[config.mk]
export PLATFORM = sky130hd
export DESIGN_NAME = four_wheel_speed_sync_core
export DESIGN_NICKNAME = d
export VERILOG_FILES = /design/src/hdl/fwss_pkg.sv /design/src/hdl/four_wheel_speed_sync_core.sv /design/src/hdl/fwss_div.sv
export VERILOG_INCLUDE_DIRS = /design/src /design/src/hdl
export SDC_FILE = /design/constraint.sdc
export NUM_CORES = 1
export LEC_CHECK = 0
export BUFFER_PORTS_ARGS = -buffer_cell sky130_fd_sc_hd__buf_2
export CORE_ASPECT_RATIO = 1.4
export CORE_MARGIN = 3
export CORE_UTILIZATION = 55
export CTS_BUF_LIST = sky130_fd_sc_hd__clkbuf_2 sky130_fd_sc_hd__clkbuf_4 sky130_fd_sc_hd__clkbuf_8
export DETAILED_ROUTE_END_ITERATION = 7
export PLACE_DENSITY_LB_ADDON = 0.05
export SLEW_MARGIN = 20
export SYNTH_ARGS = -nofsm -noshare
export SYNTH_HDL_FRONTEND = slang
export SYNTH_SLANG_ARGS = --single-unit
[constraint.sdc]
create_clock -name clk -period 21.9 [get_ports clk]
set_input_delay 4.38 -clock clk [delete_from_list [all_inputs] [get_ports clk]]
set_output_delay 4.38 -clock clk [all_outputs]
set_load 0.005 [all_outputs]
[src/hdl/assert_macros.svh]
// Assertion macros for the speed sync RTL.
`ifndef ASSERT_MACROS_SVH
`define ASSERT_MACROS_SVH

// Checked on every clock edge outside reset.
`define FWSS_ASSERT(lbl, prop, msg) \
    lbl: assert property (@(posedge clk) disable iff (!rst_n) (prop)) else $error(msg);

// Checked on every clock edge, reset included.
`define FWSS_ASSERT_ALWAYS(lbl, prop, msg) \
    lbl: assert property (@(posedge clk) (prop)) else $error(msg);

`endif

[src/hdl/fwss_pkg.sv]
// Types, widths and codes shared by the four-wheel speed sync block.
package fwss_pkg;

    localparam int CNT_W      = 16;
    localparam int FRAC_W     = 8;
    localparam int FILT_W     = CNT_W + FRAC_W;
    localparam int NW         = 4;
    localparam int NW_W       = $clog2(NW + 1);
    localparam int WHEEL_W    = $clog2(NW);
    localparam int SUM_W      = FILT_W + $clog2(NW);
    localparam int DUTY_W     = 10;
    localparam int GAIN_W     = 4;
    localparam int MBIT_W     = $clog2(GAIN_W);
    localparam int DB_W       = 8;
    localparam int WARM_W     = 8;
    localparam int THR_W      = 16;
    localparam int DIR_W      = 4;
    localparam int MODE_W     = 2;
    localparam int IN_CNT_W   = 16;
    localparam int PROD_W     = FILT_W + GAIN_W;
    localparam int CORR_W     = PROD_W - FRAC_W;
    localparam int TGT_W      = ((CORR_W > DUTY_W + 1) ? CORR_W : DUTY_W + 1) + 2;
    localparam int CMP_W      = (CNT_W > THR_W) ? CNT_W : THR_W;
    localparam int DIV_STEP_W = $clog2(SUM_W + 1);

    localparam int S_DATA_W   = 80;
    localparam int M_DATA_W   = 48;
    localparam int CFG_ADDR_W = 3;
    localparam int CFG_DATA_W = 16;

    localparam logic [MODE_W-1:0] MODE_OFF = 2'd0;
    localparam logic [MODE_W-1:0] MODE_FWD = 2'd1;

    typedef enum logic [CFG_ADDR_W-1:0] {
        CFG_DUTY_FLOOR,
        CFG_DUTY_CEILING,
        CFG_PROP_GAIN,
        CFG_ERROR_DEADBAND,
        CFG_STALL_KICK,
        CFG_WARMUP_TICKS,
        CFG_MOVING_THRESHOLD,
        CFG_FORWARD_PATTERN
    } cfg_index_t;

    typedef enum logic [3:0] {
        ST_IDLE,
        ST_DELTA,
        ST_WARM,
        ST_SUM,
        ST_DSTART,
        ST_DIV,
        ST_ERR,
        ST_MUL,
        ST_TGT,
        ST_WRITE
    } state_t;

    typedef struct packed {
        logic busy;
        logic done;
    } div_stat_t;

endpackage

[src/hdl/four_wheel_speed_sync_core.sv]
// Top level of the four-wheel speed sync controller.
`include "assert_macros.svh"

// Four-wheel speed sync. One input item is one control tick: drive mode
// (s_tuser) plus a base duty and four wrapping hall counts (s_tdata). A tick
// with mode off is taken and changes nothing. An active tick updates the
// per-wheel deltas and half-step filters, then, once warmup is over and at
// least one wheel moved, averages the moving filters, applies deadband,
// proportional gain and stall kick, clamps and sends one result item with
// four duties and the direction mask. The block takes one tick at a time.
// An active tick runs the delta/filter pass (one wheel a cycle); when it
// ends in warmup or with no moving wheel it stops there. Otherwise it sums
// the moving filters, runs the bit-serial divider (one quotient bit per
// cycle over the 26-bit sum), then per wheel the error, a shift-add gain
// multiply over the four gain bits and the clamp. The result sits in an
// output register; the next tick is taken while it waits, and the block
// stalls only if a second result is ready before the first is taken.
// Config writes are accepted every cycle (cfg_ready is always high) and
// should only be made while no tick is in flight.
module four_wheel_speed_sync_core
    import fwss_pkg::*;
(
    input  logic                  clk,
    input  logic                  rst_n,
    // input ticks
    input  logic                  s_tvalid,
    output logic                  s_tready,
    // [9:0] cmd_duty, [25:10] count_fl, [41:26] count_fr,
    // [57:42] count_bl, [73:58] count_br, [79:74] zero
    input  logic [S_DATA_W-1:0]   s_tdata,
    // [1:0] mode
    input  logic [MODE_W-1:0]     s_tuser,
    // result items
    output logic                  m_tvalid,
    input  logic                  m_tready,
    // [9:0] duty_fl, [19:10] duty_fr, [29:20] duty_bl,
    // [39:30] duty_br, [43:40] dir_mask, [47:44] zero
    output logic [M_DATA_W-1:0]   m_tdata,
    // configuration writes
    input  logic                  cfg_valid,
    output logic                  cfg_ready,
    input  logic [CFG_ADDR_W-1:0] cfg_addr,
    input  logic [CFG_DATA_W-1:0] cfg_data
);

    localparam int BASE_LSB = 0;
    localparam int CNT_LSB  = DUTY_W;

    // configuration
    logic [DUTY_W-1:0] cfg_floor_reg, cfg_floor_next;
    logic [DUTY_W-1:0] cfg_ceil_reg, cfg_ceil_next;
    logic [GAIN_W-1:0] cfg_gain_reg, cfg_gain_next;
    logic [DB_W-1:0]   cfg_db_reg, cfg_db_next;
    logic [DUTY_W-1:0] cfg_kick_reg, cfg_kick_next;
    logic [WARM_W-1:0] cfg_warm_reg, cfg_warm_next;
    logic [THR_W-1:0]  cfg_thr_reg, cfg_thr_next;
    logic [DIR_W-1:0]  cfg_fwd_reg, cfg_fwd_next;

    // control
    state_t             state_reg, state_next;
    logic [WHEEL_W-1:0] wheel_reg, wheel_next;
    logic [MBIT_W-1:0]  mbit_reg, mbit_next;
    logic [WARM_W-1:0]  warm_done_reg, warm_done_next;
    logic               out_valid_reg, out_valid_next;

    // persistent wheel state, kept as rotating rings: entry 0 is the wheel
    // being worked on, it re-enters at the top after its step
    logic [CNT_W-1:0]   prev_reg [NW];
    logic [CNT_W-1:0]   prev_next [NW];
    logic [FILT_W-1:0]  filt_reg [NW];
    logic [FILT_W-1:0]  filt_next [NW];

    // tick working data
    logic [MODE_W-1:0]  mode_reg, mode_next;
    logic [DUTY_W-1:0]  base_reg, base_next;
    logic [CNT_W-1:0]   cnt_reg [NW];
    logic [CNT_W-1:0]   cnt_next [NW];
    logic [NW-1:0]      zero_reg, zero_next;
    logic [NW-1:0]      move_reg, move_next;
    logic [NW_W-1:0]    n_reg, n_next;
    logic [SUM_W-1:0]   sum_reg, sum_next;
    logic [FILT_W-1:0]  mag_reg, mag_next;
    logic               neg_reg, neg_next;
    logic [PROD_W-1:0]  prod_reg, prod_next;
    logic [DUTY_W-1:0]  duty_reg [NW];
    logic [DUTY_W-1:0]  duty_next [NW];
    logic [M_DATA_W-1:0] out_reg, out_next;

    // combinational helpers
    logic               accept_active;
    logic               last_wheel;
    logic               warm_active;
    logic [NW_W-1:0]    moving_cnt;
    logic               out_free;
    logic               out_load;
    logic               div_start;
    logic [SUM_W-1:0]   quotient;
    div_stat_t          div_stat;
    logic [FILT_W-1:0]  avg;
    logic [CNT_W-1:0]   delta;
    logic [FILT_W:0]    filt_sum;
    logic [FILT_W-1:0]  err_mag;
    logic               err_neg;
    logic [CORR_W-1:0]  corr;
    logic signed [TGT_W-1:0] corr_s;
    logic signed [TGT_W-1:0] tgt;
    logic signed [TGT_W-1:0] tgt_c;
    logic [DIR_W-1:0]   dir;

    assign cfg_ready     = 1'b1;
    assign accept_active = s_tvalid && (s_tuser != MODE_OFF);
    assign last_wheel    = wheel_reg == WHEEL_W'(NW - 1);
    assign warm_active   = warm_done_reg < cfg_warm_reg;
    assign moving_cnt    = NW_W'($countones(move_reg));
    assign out_free      = !out_valid_reg || m_tready;
    assign out_load      = (state_reg == ST_WRITE) && out_free;
    assign avg           = quotient[FILT_W-1:0];

    // ------------------------------------------------------------ divider
    fwss_div u_div
    (
        .clk      (clk),
        .rst_n    (rst_n),
        .start    (div_start),
        .dividend (sum_reg),
        .divisor  (n_reg),
        .quotient (quotient),
        .stat     (div_stat)
    );

    // ------------------------------------------------------- config port
    always_comb
    begin
        cfg_floor_next = cfg_floor_reg;
        cfg_ceil_next  = cfg_ceil_reg;
        cfg_gain_next  = cfg_gain_reg;
        cfg_db_next    = cfg_db_reg;
        cfg_kick_next  = cfg_kick_reg;
        cfg_warm_next  = cfg_warm_reg;
        cfg_thr_next   = cfg_thr_reg;
        cfg_fwd_next   = cfg_fwd_reg;
        if (cfg_valid)
        begin
            unique case (cfg_index_t'(cfg_addr))
                CFG_DUTY_FLOOR:       cfg_floor_next = cfg_data[DUTY_W-1:0];
                CFG_DUTY_CEILING:     cfg_ceil_next  = cfg_data[DUTY_W-1:0];
                CFG_PROP_GAIN:        cfg_gain_next  = cfg_data[GAIN_W-1:0];
                CFG_ERROR_DEADBAND:   cfg_db_next    = cfg_data[DB_W-1:0];
                CFG_STALL_KICK:       cfg_kick_next  = cfg_data[DUTY_W-1:0];
                CFG_WARMUP_TICKS:     cfg_warm_next  = cfg_data[WARM_W-1:0];
                CFG_MOVING_THRESHOLD: cfg_thr_next   = cfg_data[THR_W-1:0];
                CFG_FORWARD_PATTERN:  cfg_fwd_next   = cfg_data[DIR_W-1:0];
            endcase
        end
    end

    // -------------------------------------------------------- next state
    always_comb
    begin
        state_next = state_reg;
        unique case (state_reg)
            ST_IDLE:
            begin
                if (accept_active)
                    state_next = ST_DELTA;
            end
            ST_DELTA:
            begin
                if (last_wheel)
                    state_next = ST_WARM;
            end
            ST_WARM:
            begin
                if (warm_active || (moving_cnt == '0))
                    state_next = ST_IDLE;
                else
                    state_next = ST_SUM;
            end
            ST_SUM:
            begin
                if (last_wheel)
                    state_next = ST_DSTART;
            end
            ST_DSTART:
                state_next = ST_DIV;
            ST_DIV:
            begin
                if (div_stat.done)
                    state_next = ST_ERR;
            end
            ST_ERR:
                state_next = ST_MUL;
            ST_MUL:
            begin
                if (mbit_reg == '0)
                    state_next = ST_TGT;
            end
            ST_TGT:
                state_next = last_wheel ? ST_WRITE : ST_ERR;
            ST_WRITE:
            begin
                if (out_free)
                    state_next = ST_IDLE;
            end
            default:
                state_next = ST_IDLE;
        endcase
    end

    // ----------------------------------------------------- state outputs
    always_comb
    begin
        s_tready  = 1'b0;
        div_start = 1'b0;
        unique case (state_reg)
            ST_IDLE:   s_tready  = 1'b1;
            ST_DSTART: div_start = 1'b1;
            default:
            begin
                s_tready  = 1'b0;
                div_start = 1'b0;
            end
        endcase
    end

    // ---------------------------------------------------------- datapath
    // delta and half-step filter for the wheel at the head of the ring
    assign delta    = cnt_reg[0] - prev_reg[0];
    assign filt_sum = {1'b0, delta, {FRAC_W{1'b0}}} + {1'b0, filt_reg[0]};

    // error against the average; neg means the wheel runs fast
    assign err_neg = avg < filt_reg[0];
    assign err_mag = err_neg ? (filt_reg[0] - avg) : (avg - filt_reg[0]);

    // gain product back to whole pulses, sign restored after truncation
    assign corr   = prod_reg[PROD_W-1:FRAC_W];
    assign corr_s = neg_reg ? -TGT_W'(corr) : TGT_W'(corr);
    assign tgt    = TGT_W'(base_reg) + corr_s
                  + (zero_reg[0] ? TGT_W'(cfg_kick_reg) : TGT_W'(0));

    // ceiling first, then floor, so a floor above the ceiling wins;
    // signed compares so a negative target lands on the floor
    always_comb
    begin
        tgt_c = tgt;
        if (tgt_c > $signed(TGT_W'(cfg_ceil_reg)))
            tgt_c = TGT_W'(cfg_ceil_reg);
        if (tgt_c < $signed(TGT_W'(cfg_floor_reg)))
            tgt_c = TGT_W'(cfg_floor_reg);
    end

    // mode three falls in with reverse
    assign dir = (mode_reg == MODE_FWD) ? cfg_fwd_reg : ~cfg_fwd_reg;

    always_comb
    begin
        wheel_next     = wheel_reg;
        mbit_next      = mbit_reg;
        warm_done_next = warm_done_reg;
        prev_next      = prev_reg;
        filt_next      = filt_reg;
        cnt_next       = cnt_reg;
        mode_next      = mode_reg;
        base_next      = base_reg;
        zero_next      = zero_reg;
        move_next      = move_reg;
        n_next         = n_reg;
        sum_next       = sum_reg;
        mag_next       = mag_reg;
        neg_next       = neg_reg;
        prod_next      = prod_reg;
        duty_next      = duty_reg;
        out_next       = out_reg;

        unique case (state_reg)
            ST_IDLE:
            begin
                if (accept_active)
                begin
                    mode_next = s_tuser;
                    base_next = s_tdata[BASE_LSB +: DUTY_W];
                    for (int i = 0; i < NW; i++)
                        cnt_next[i] = s_tdata[CNT_LSB + i*IN_CNT_W +: CNT_W];
                    wheel_next = '0;
                end
            end
            ST_DELTA:
            begin
                for (int i = 0; i < NW - 1; i++)
                begin
                    prev_next[i] = prev_reg[i+1];
                    filt_next[i] = filt_reg[i+1];
                    cnt_next[i]  = cnt_reg[i+1];
                end
                prev_next[NW-1] = cnt_reg[0];
                filt_next[NW-1] = filt_sum[FILT_W:1];
                cnt_next[NW-1]  = cnt_reg[0];
                zero_next = {(delta == '0), zero_reg[NW-1:1]};
                move_next = {(CMP_W'(delta) >= CMP_W'(cfg_thr_reg)), move_reg[NW-1:1]};
                wheel_next = wheel_reg + 1'b1;
            end
            ST_WARM:
            begin
                // warmup counter stops at the limit, so lowering it ends warmup
                if (warm_active)
                    warm_done_next = warm_done_reg + 1'b1;
                n_next     = moving_cnt;
                sum_next   = '0;
                wheel_next = '0;
            end
            ST_SUM:
            begin
                if (move_reg[0])
                    sum_next = sum_reg + SUM_W'(filt_reg[0]);
                for (int i = 0; i < NW - 1; i++)
                    filt_next[i] = filt_reg[i+1];
                filt_next[NW-1] = filt_reg[0];
                move_next  = {move_reg[0], move_reg[NW-1:1]};
                wheel_next = wheel_reg + 1'b1;
            end
            ST_DSTART:
                wheel_next = '0;
            ST_DIV:
                wheel_next = '0;
            ST_ERR:
            begin
                if (err_mag < (FILT_W'(cfg_db_reg) << FRAC_W))
                    mag_next = '0;
                else
                    mag_next = err_mag;
                neg_next  = err_neg;
                prod_next = '0;
                mbit_next = MBIT_W'(GAIN_W - 1);
            end
            ST_MUL:
            begin
                // MSB-first shift-add over the gain bits
                prod_next = {prod_reg[PROD_W-2:0], 1'b0}
                          + (cfg_gain_reg[mbit_reg] ? PROD_W'(mag_reg) : PROD_W'(0));
                mbit_next = mbit_reg - 1'b1;
            end
            ST_TGT:
            begin
                for (int i = 0; i < NW - 1; i++)
                begin
                    filt_next[i] = filt_reg[i+1];
                    duty_next[i] = duty_reg[i+1];
                end
                filt_next[NW-1] = filt_reg[0];
                duty_next[NW-1] = tgt_c[DUTY_W-1:0];
                zero_next  = {zero_reg[0], zero_reg[NW-1:1]};
                wheel_next = wheel_reg + 1'b1;
            end
            ST_WRITE:
            begin
                if (out_free)
                    out_next = M_DATA_W'({dir, duty_reg[3], duty_reg[2],
                                          duty_reg[1], duty_reg[0]});
            end
            default:
                wheel_next = '0;
        endcase
    end

    always_comb
    begin
        out_valid_next = out_valid_reg;
        if (out_load)
            out_valid_next = 1'b1;
        else if (m_tready)
            out_valid_next = 1'b0;
    end

    // ---------------------------------------------------------- registers
    always_ff @(posedge clk or negedge rst_n)
    begin
        if (!rst_n)
        begin
            state_reg     <= ST_IDLE;
            wheel_reg     <= '0;
            mbit_reg      <= '0;
            warm_done_reg <= '0;
            out_valid_reg <= 1'b0;
            cfg_floor_reg <= DUTY_W'(350);
            cfg_ceil_reg  <= DUTY_W'(1023);
            cfg_gain_reg  <= GAIN_W'(3);
            cfg_db_reg    <= DB_W'(1);
            cfg_kick_reg  <= DUTY_W'(150);
            cfg_warm_reg  <= WARM_W'(5);
            cfg_thr_reg   <= THR_W'(1);
            cfg_fwd_reg   <= DIR_W'(5);
            for (int i = 0; i < NW; i++)
            begin
                prev_reg[i] <= '0;
                filt_reg[i] <= '0;
            end
        end
        else
        begin
            state_reg     <= state_next;
            wheel_reg     <= wheel_next;
            mbit_reg      <= mbit_next;
            warm_done_reg <= warm_done_next;
            out_valid_reg <= out_valid_next;
            cfg_floor_reg <= cfg_floor_next;
            cfg_ceil_reg  <= cfg_ceil_next;
            cfg_gain_reg  <= cfg_gain_next;
            cfg_db_reg    <= cfg_db_next;
            cfg_kick_reg  <= cfg_kick_next;
            cfg_warm_reg  <= cfg_warm_next;
            cfg_thr_reg   <= cfg_thr_next;
            cfg_fwd_reg   <= cfg_fwd_next;
            prev_reg      <= prev_next;
            filt_reg      <= filt_next;
        end
    end

    always_ff @(posedge clk)
    begin
        cnt_reg  <= cnt_next;
        mode_reg <= mode_next;
        base_reg <= base_next;
        zero_reg <= zero_next;
        move_reg <= move_next;
        n_reg    <= n_next;
        sum_reg  <= sum_next;
        mag_reg  <= mag_next;
        neg_reg  <= neg_next;
        prod_reg <= prod_next;
        duty_reg <= duty_next;
        out_reg  <= out_next;
    end

    assign m_tvalid = out_valid_reg;
    assign m_tdata  = out_reg;

    // --------------------------------------------------------- assertions
    `FWSS_ASSERT(a_div_start_idle, div_start |-> !div_stat.busy && (n_reg != '0),
                 "divider started while busy or with no moving wheel")
    `FWSS_ASSERT(a_div_done_state, div_stat.done |-> state_reg == ST_DIV,
                 "divider finished outside the divide wait")
    `FWSS_ASSERT(a_result_source, $rose(m_tvalid) |-> $past(state_reg) == ST_WRITE,
                 "result appeared without a write step")
    `FWSS_ASSERT(a_no_accept_busy, (state_reg != ST_IDLE) |-> !s_tready,
                 "tick accepted while another is in flight")
    `FWSS_ASSERT_ALWAYS(a_reset_idle,
                        !rst_n |-> (state_reg == ST_IDLE) && !out_valid_reg,
                        "control state not cleared in reset")

endmodule

[src/hdl/fwss_div.sv]
// Bit-serial restoring divider: wheel filter sum over the count of moving wheels.
module fwss_div
    import fwss_pkg::*;
(
    input  logic              clk,
    input  logic              rst_n,
    input  logic              start,
    input  logic [SUM_W-1:0]  dividend,
    input  logic [NW_W-1:0]   divisor,
    output logic [SUM_W-1:0]  quotient,
    output div_stat_t         stat
);

    logic [SUM_W-1:0]      q_reg, q_next;
    logic [NW_W-1:0]       rem_reg, rem_next;
    logic [DIV_STEP_W-1:0] cnt_reg, cnt_next;
    logic                  busy_reg, busy_next;
    logic                  done_reg, done_next;
    logic [NW_W:0]         trial;
    logic                  fits;

    // one quotient bit per cycle, dividend bits shift out the top of q_reg
    assign trial = {rem_reg, q_reg[SUM_W-1]};
    assign fits  = trial >= {1'b0, divisor};

    always_comb
    begin
        q_next    = q_reg;
        rem_next  = rem_reg;
        cnt_next  = cnt_reg;
        busy_next = busy_reg;
        done_next = 1'b0;
        if (start)
        begin
            q_next    = dividend;
            rem_next  = '0;
            cnt_next  = DIV_STEP_W'(SUM_W);
            busy_next = 1'b1;
        end
        else if (busy_reg)
        begin
            q_next   = {q_reg[SUM_W-2:0], fits};
            rem_next = fits ? NW_W'(trial - {1'b0, divisor}) : trial[NW_W-1:0];
            cnt_next = cnt_reg - 1'b1;
            if (cnt_reg == DIV_STEP_W'(1))
            begin
                busy_next = 1'b0;
                done_next = 1'b1;
            end
        end
    end

    always_ff @(posedge clk or negedge rst_n)
    begin
        if (!rst_n)
        begin
            cnt_reg  <= '0;
            busy_reg <= 1'b0;
            done_reg <= 1'b0;
        end
        else
        begin
            cnt_reg  <= cnt_next;
            busy_reg <= busy_next;
            done_reg <= done_next;
        end
    end

    always_ff @(posedge clk)
    begin
        q_reg   <= q_next;
        rem_reg <= rem_next;
    end

    assign quotient  = q_reg;
    assign stat.busy = busy_reg;
    assign stat.done = done_reg;

endmodule

# ---- After elaboration in Yosys (flattened, before gate mapping)
# Cells that the tools add are included.
dict set report word_totals {
  regBits 533
  input_bits 106
  out_inout_bits 51
}
dict set report op_classes {
  n_addsub 17
  order_cmp 8
  eq_ne 26
  muxes 44
  n_bitwise 2
  reduce_logical 37
}
# operator count
set op_table {}
lappend op_table {{case mux 96 bit (2 select lines)} 1}
lappend op_table {{case mux 64 bit (2 select lines)} 1}
lappend op_table {{two-way mux 26 bit} 3}
lappend op_table {{two-way mux 64 bit} 1}
lappend op_table {{case mux 28 bit (2 select lines)} 1}
lappend op_table {{case mux 26 bit (2 select lines)} 1}
lappend op_table {{two-way mux 24 bit} 2}
lappend op_table {{subtractor 24 bit} 2}
lappend op_table {{two-way mux 22 bit} 2}
lappend op_table {{case mux 4 bit (10 select lines)} 1}
lappend op_table {{two-way mux 4 bit} 8}
lappend op_table {{adder 28 x 24 -> 28 bit} 1}
lappend op_table {{AND reduction 2 bit} 14}
lappend op_table {{adder 26 x 24 -> 26 bit} 1}
lappend op_table {{adder 24 x 24 -> 25 bit} 1}
lappend op_table {{< comparator 24 x 16 -> 1 bit} 1}
lappend op_table {{< comparator 24 bit} 1}
lappend op_table {{adder 10 x 22 -> 22 bit} 1}
lappend op_table {{adder 22 x 10 -> 22 bit} 1}
lappend op_table {{greater-than comparator 22 x 11 -> 1 bit} 1}
lappend op_table {{< comparator 22 x 11 -> 1 bit} 1}
lappend op_table {{negator 20 -> 22 bit} 1}
lappend op_table {{two-way mux 10 bit} 2}
lappend op_table {{nonzero test 2 bit} 9}
lappend op_table {{other kinds (44)} 76}

# ---- Depth between registers and ports, before layout
dict set report logic_depth {
  ltp_word 8
  mapped_depth 34
  mapped_depth_nobuf 33
}

# ---- Hierarchy
# From an unflattened synthesis, not the netlist that was laid out.
dict set report unflattened {
  hier_cells 2884
  area_unflattened_um2 28979.0
}
# module instances cells_each area_per_inst_um2 seq_area_each_um2
set modules_own_cells {}
lappend modules_own_cells {four_wheel_speed_sync_core 1 2761 27271.2 13723.2}
lappend modules_own_cells {fwss_div 1 123 1707.9 1016.0}

# ---- Worst setup path before layout
# OpenSTA, ideal clock, no wires.
dict set report synth_path {
  path_type {input port to flip-flop}
  startpoint {input s_tuser[1]}
  endpoint {register cnt_reg[0] in the netlist's numbering, enable pin}
  setup_ps 574
  t_arrival_ps 9021
  slack_ps 12305
  path_stages 2
  path_buffers 0
  path_cell_list {o21ai_0 -> o21ai_0}
}
dict set report synth_between {
  elab_chain_len 4
}
# element line_no
set synth_rtl {}
lappend synth_rtl {{start: declaration} four_wheel_speed_sync_core.sv:32} ;# input logic [MODE_W-1:0] s_tuser,
lappend synth_rtl {{nonzero test 2 bit} four_wheel_speed_sync_core.sv:111} ;# assign accept_active = s_tvalid && (s_tuser != MODE_OFF);
lappend synth_rtl {{logical AND 1 bit} four_wheel_speed_sync_core.sv:111}
lappend synth_rtl {{!= test 2 bit (no source line)} -}
lappend synth_rtl {{AND reduction 2 bit (no source line)} -}
lappend synth_rtl {{end signal: assignment} four_wheel_speed_sync_core.sv:420} ;# cnt_reg <= cnt_next;
lappend synth_rtl {{end: declaration} four_wheel_speed_sync_core.sv:76} ;# logic [CNT_W-1:0] cnt_reg [NW];
# No other way between the ends.
# A chain may end at the register's enable or synchronous reset.

# ---- Worst setup path after layout
dict set report layout_path {
  startpoint {register neg_reg}
  endpoint {register duty_reg[5] in the netlist's numbering (data pin)}
}
dict set report layout_between {
  elab_chain_len 7
}
# element line_no
set layout_rtl {}
lappend layout_rtl {{start: declaration} four_wheel_speed_sync_core.sv:83} ;# logic neg_reg, neg_next;
lappend layout_rtl {{start signal: assignment} four_wheel_speed_sync_core.sv:428} ;# neg_reg <= neg_next;
lappend layout_rtl {{two-way mux 22 bit *} four_wheel_speed_sync_core.sv:237} ;# assign corr_s = neg_reg ? -TGT_W'(corr) : TGT_W'(corr);
lappend layout_rtl {{adder 10 x 22 -> 22 bit *} four_wheel_speed_sync_core.sv:238} ;# assign tgt = TGT_W'(base_reg) + corr_s
lappend layout_rtl {{adder 22 x 10 -> 22 bit *} four_wheel_speed_sync_core.sv:239} ;# + (zero_reg[0] ? TGT_W'(cfg_kick_reg) : TGT_W'(0));
lappend layout_rtl {{greater-than comparator 22 x 11 -> 1 bit} four_wheel_speed_sync_core.sv:246} ;# if (tgt_c > $signed(TGT_W'(cfg_ceil_reg)))
lappend layout_rtl {{two-way mux 22 bit *} four_wheel_speed_sync_core.sv:246}
lappend layout_rtl {{< comparator 22 x 11 -> 1 bit} four_wheel_speed_sync_core.sv:248} ;# if (tgt_c < $signed(TGT_W'(cfg_floor_reg)))
lappend layout_rtl {{two-way mux 10 bit *} four_wheel_speed_sync_core.sv:248}
lappend layout_rtl {{via tgt_c[5]} four_wheel_speed_sync_core.sv:107} ;# logic signed [TGT_W-1:0] tgt_c;
lappend layout_rtl {{end signal: assignment} four_wheel_speed_sync_core.sv:430} ;# duty_reg <= duty_next;
lappend layout_rtl {{end: declaration} four_wheel_speed_sync_core.sv:85} ;# logic [DUTY_W-1:0] duty_reg [NW];
# Mark *: on every way through the listed nets, which the timed path passes. The rest lies on a longest branch.

==> impl_metrics.json <==
{
  "routedWlPerCell_um": 17.57,
  "layout-area-overhead-vs-synth_pct": 11.22,
  "crit_slowest_cell": "sky130_fd_sc_hd__edfxtp_1",
  "clkTransAtPathRegs_ns": 0.06,
  "avgViaCountPerCell": 5.502,
  "timing.fmax_mhz": 119.1,
  "synth-warning-count": 0,
  "synth_cell_types": 82,
  "number_of_buffers_inserted_by_port_buffering": 145,
  "post-route-period-util": 0.3835,
  "slowest_delay_ns": 1.04,
  "arrival_worst_endpoint_ns": 8.80,
  "crit_path_frequent_cell": "sky130_fd_sc_hd__o21ai_0",
  "dr_total_vias": 20710,
  "floorplan_core_area_mm2": 0.05150,
  "ys_seq_elements": 533,
  "cp_data_required_time_ns": 22.30,
  "grt_start_max_net_pins": 109,
  "remaining_antenna_violation_count": 0,
  "timing.hold.ws_ns": 0.4199,
  "gp_congestion": 0.8487,
  "first_global_vias": 20810,
  "r2r-end": "duty_reg[5]",
  "cts_tree": "yes",
  "grt_util_all_layers": 0.2411,
  "worstHoldPathType": "flop to flop",
  "final_net_count": 3360,
  "grt_remaining_overflow": 0,
  "worstHoldStart": "duty_reg[34]",
  "clk-insertion-delay-late_ns": 0.67,
  "clk_sinks": 533,
  "worst-r2r-cell-count": 24,
  "detailedRoute.firstIterationViolations": 1103,
  "htree_levels": 3,
  "internal_reg_to_reg_setup_slack_ns": 13.50,
  "synth.cell_area_mm2": 0.02884,
  "drv_slew": 0,
  "launching_element_type_of_the_critical_path": "flop",
  "synth_cells": 2893,
  "layout_commonest_cell": "sky130_fd_sc_hd__nand2_1",
  "vdd.ir_drop.worst_mv": 0.1126,
  "layout_common_cells": "sky130_fd_sc_hd__nand2_1 (682), sky130_fd_sc_hd__edfxtp_1 (276), sky130_fd_sc_hd__dfrtp_1 (226), sky130_fd_sc_hd__inv_1 (202), sky130_fd_sc_hd__ha_1 (195)",
  "run_status": "complete, no violations",
  "maxSlewHeadroom": 0.3014,
  "ctsResizeCount": 0,
  "yosysSeqAreaShare": 0.5111,
  "tns_ns": 0,
  "top_level_ports": 157,
  "max-clock-path-buffers": 3,
  "clk_root_buffer_cell": "sky130_fd_sc_hd__clkbuf_8",
  "wirelength_um": 66120,
  "tightest_slew_ns": 1.048,
  "top_fanout_value_on_the_critical_path": 32,
  "detailedRoute.firstPassIterationCount": 5,
  "hold-path-cell-count": 0,
  "leakage_nw": 14.61,
  "initial_antenna_violation_count": 1,
  "setup_violations": 0,
  "period_minus_slack_ns": 8.399,
  "worst_clock_skew_ns": 0.03206,
  "post-layout-total-power_mw": 5.398,
  "dieWidth_um": 199.5,
  "ys_async_sr_fraction": 0.4765,
  "layout-drive-gt1-share": 0.1459,
  "final-hold-violation-count": 0,
  "syn_avg_cell_area_um2": 9.968,
  "final_cells": 3764,
  "synthFlopType": "sky130_fd_sc_hd__edfxtp_1",
  "total_power_per_unit_cell_area_mw_per_mm2": 168.3,
  "holdBufCountCts": 0,
  "crit_type": "flop to flop",
  "die_area_mm2": 0.05525,
  "synth-edff-count": 276,
  "critical_path.endpoint_type": "flop",
  "cts.repair_timing.setup_buffer_count": 0,
  "dp_hpwl_um": 47800,
  "grt_setup_unrepaired": "false",
  "die_height_um": 276.9,
  "reg2reg_from": "neg_reg",
  "max-cap-violations": 0,
  "grt_pass1_wl_um": 106300,
  "largest_register_ffs": 96,
  "clock_buffers_created_by_tritoncts": 84,
  "floorplan.rows": 98,
  "cp_cell_sequence": "mux2i_1 > fa_1 > inv_1 > ha_1 > fa_1 > a211oi_1 > nor2_1 > o221a_2 > o41ai_1 > nor4_1 > o311ai_0 > nor4b_2 > a21boi_2 > mux2_2 > ha_1 > nor2b_1 > o21ai_0 > nand2b_1 > a41oi_1 > o21ai_0 > and2_1 > o21ai_0 > a41oi_4 > mux2_2",
  "drt_drc_violations_left": 0,
  "initial_utilization": 0.5600,
  "placed_cells": 3604,
  "worstHoldEndpoint": "m_tdata[4]"
}
per-stage QoR:
step	util	worst slack [ns]	area, um2
after floorplan	-	12.31	28850
after global placement	0.5860	13.70	30180
after detailed placement	0.5860	13.57	30180
after CTS	0.6227	13.58	32070
after global routing	0.6228	13.07	32070
final	0.6228	13.50	32070
worst max-delay path by stage:
stage	startpoint	endpoint	slack, ns	depth (start not counted)
2_1_floorplan	s_tuser[1]	cnt_reg[0]	12.31	2
3_3_place_gp	neg_reg	duty_reg[5]	13.70	24
3_5_place_dp	neg_reg	duty_reg[5]	13.57	24
4_1_cts	neg_reg	duty_reg[5]	13.58	24
5_1_grt	neg_reg	duty_reg[5]	13.07	25
6_report	neg_reg	duty_reg[5]	13.50	24
cell families after synthesis:
family,count (synthesis),share of synthesized area
AO/OA/AOI/OAI,525,0.1118
XOR/XNOR,122,0.03705
adder cells (fa/ha/maj),214,0.09780
buffers and inverters,312,0.04174
flip-flops,533,0.5111
multiplexers,91,0.03514
other,2,0.0002604
AND/OR/NAND/NOR,1094,0.1651
critical path, delay by kind of cell (launching register included):
family	cells	cell delay [ns]
compound gates	10	3.50
flops	1	1.04
fa+ha+maj	4	1.55
mux	3	1.21
simple gates	6	0.76
buf+inv	1	0.05
where the power goes:
part | switching, mW | total [mW] | internal, mW | leakage (nW)
logic | 1.69 | 2.80 | 1.11 | 7.82
clock network | 0.403 | 0.929 | 0.526 | 1.01
registers | 0.201 | 1.67 | 1.47 | 5.79
total | 2.29 | 5.40 | 3.10 | 14.6
area by class of cell:
type                            count  area (um2)
Inverter                          204       765.7
Antenna cell                        2       5.005
Multi-Input combinational cell   2051       12960
Fill cell                        4389       19420
Timing Repair Buffer              166       893.4
Clock inverter                     29       317.8
Sequential cell                   533       14740
Clock buffer                      129        1575
Tap cell                          650       813.3
cell usage after synthesis, types with 18 or more instances:
cell type / n / share of area
sky130_fd_sc_hd__nor2b_1: 31 / 0.0067
sky130_fd_sc_hd__xnor2_1: 77 / 0.023
sky130_fd_sc_hd__o21ai_0: 186 / 0.032
sky130_fd_sc_hd__ha_1: 195 / 0.085
sky130_fd_sc_hd__mux2i_1: 18 / 0.0062
sky130_fd_sc_hd__and2_1: 34 / 0.0074
sky130_fd_sc_hd__o21a_1: 27 / 0.0070
sky130_fd_sc_hd__clkbuf_1: 93 / 0.012
sky130_fd_sc_hd__nand3_1: 26 / 0.0045
sky130_fd_sc_hd__dfstp_2: 28 / 0.026
sky130_fd_sc_hd__xor2_1: 45 / 0.014
sky130_fd_sc_hd__nor2_1: 163 / 0.021
sky130_fd_sc_hd__inv_1: 202 / 0.026
sky130_fd_sc_hd__a21o_1: 54 / 0.014
sky130_fd_sc_hd__mux2_2: 72 / 0.028
sky130_fd_sc_hd__fa_1: 19 / 0.013
sky130_fd_sc_hd__a31oi_1: 18 / 0.0039
sky130_fd_sc_hd__nand4_1: 21 / 0.0046
sky130_fd_sc_hd__a21oi_1: 129 / 0.022
sky130_fd_sc_hd__nand2b_1: 23 / 0.0050
sky130_fd_sc_hd__dfrtp_1: 226 / 0.20
sky130_fd_sc_hd__nor3_1: 41 / 0.0071
sky130_fd_sc_hd__edfxtp_1: 276 / 0.29
sky130_fd_sc_hd__nand2_1: 682 / 0.089
per-layer routing:
layer | global-route usage | share of wire
met5 | 0 | 0
met4 | 0.1115 | 0.044
met3 | 0.03103 | 0.040
met2 | 0.4165 | 0.50
met1 | 0.2996 | 0.42
Power figures use the tool's default switching activity.
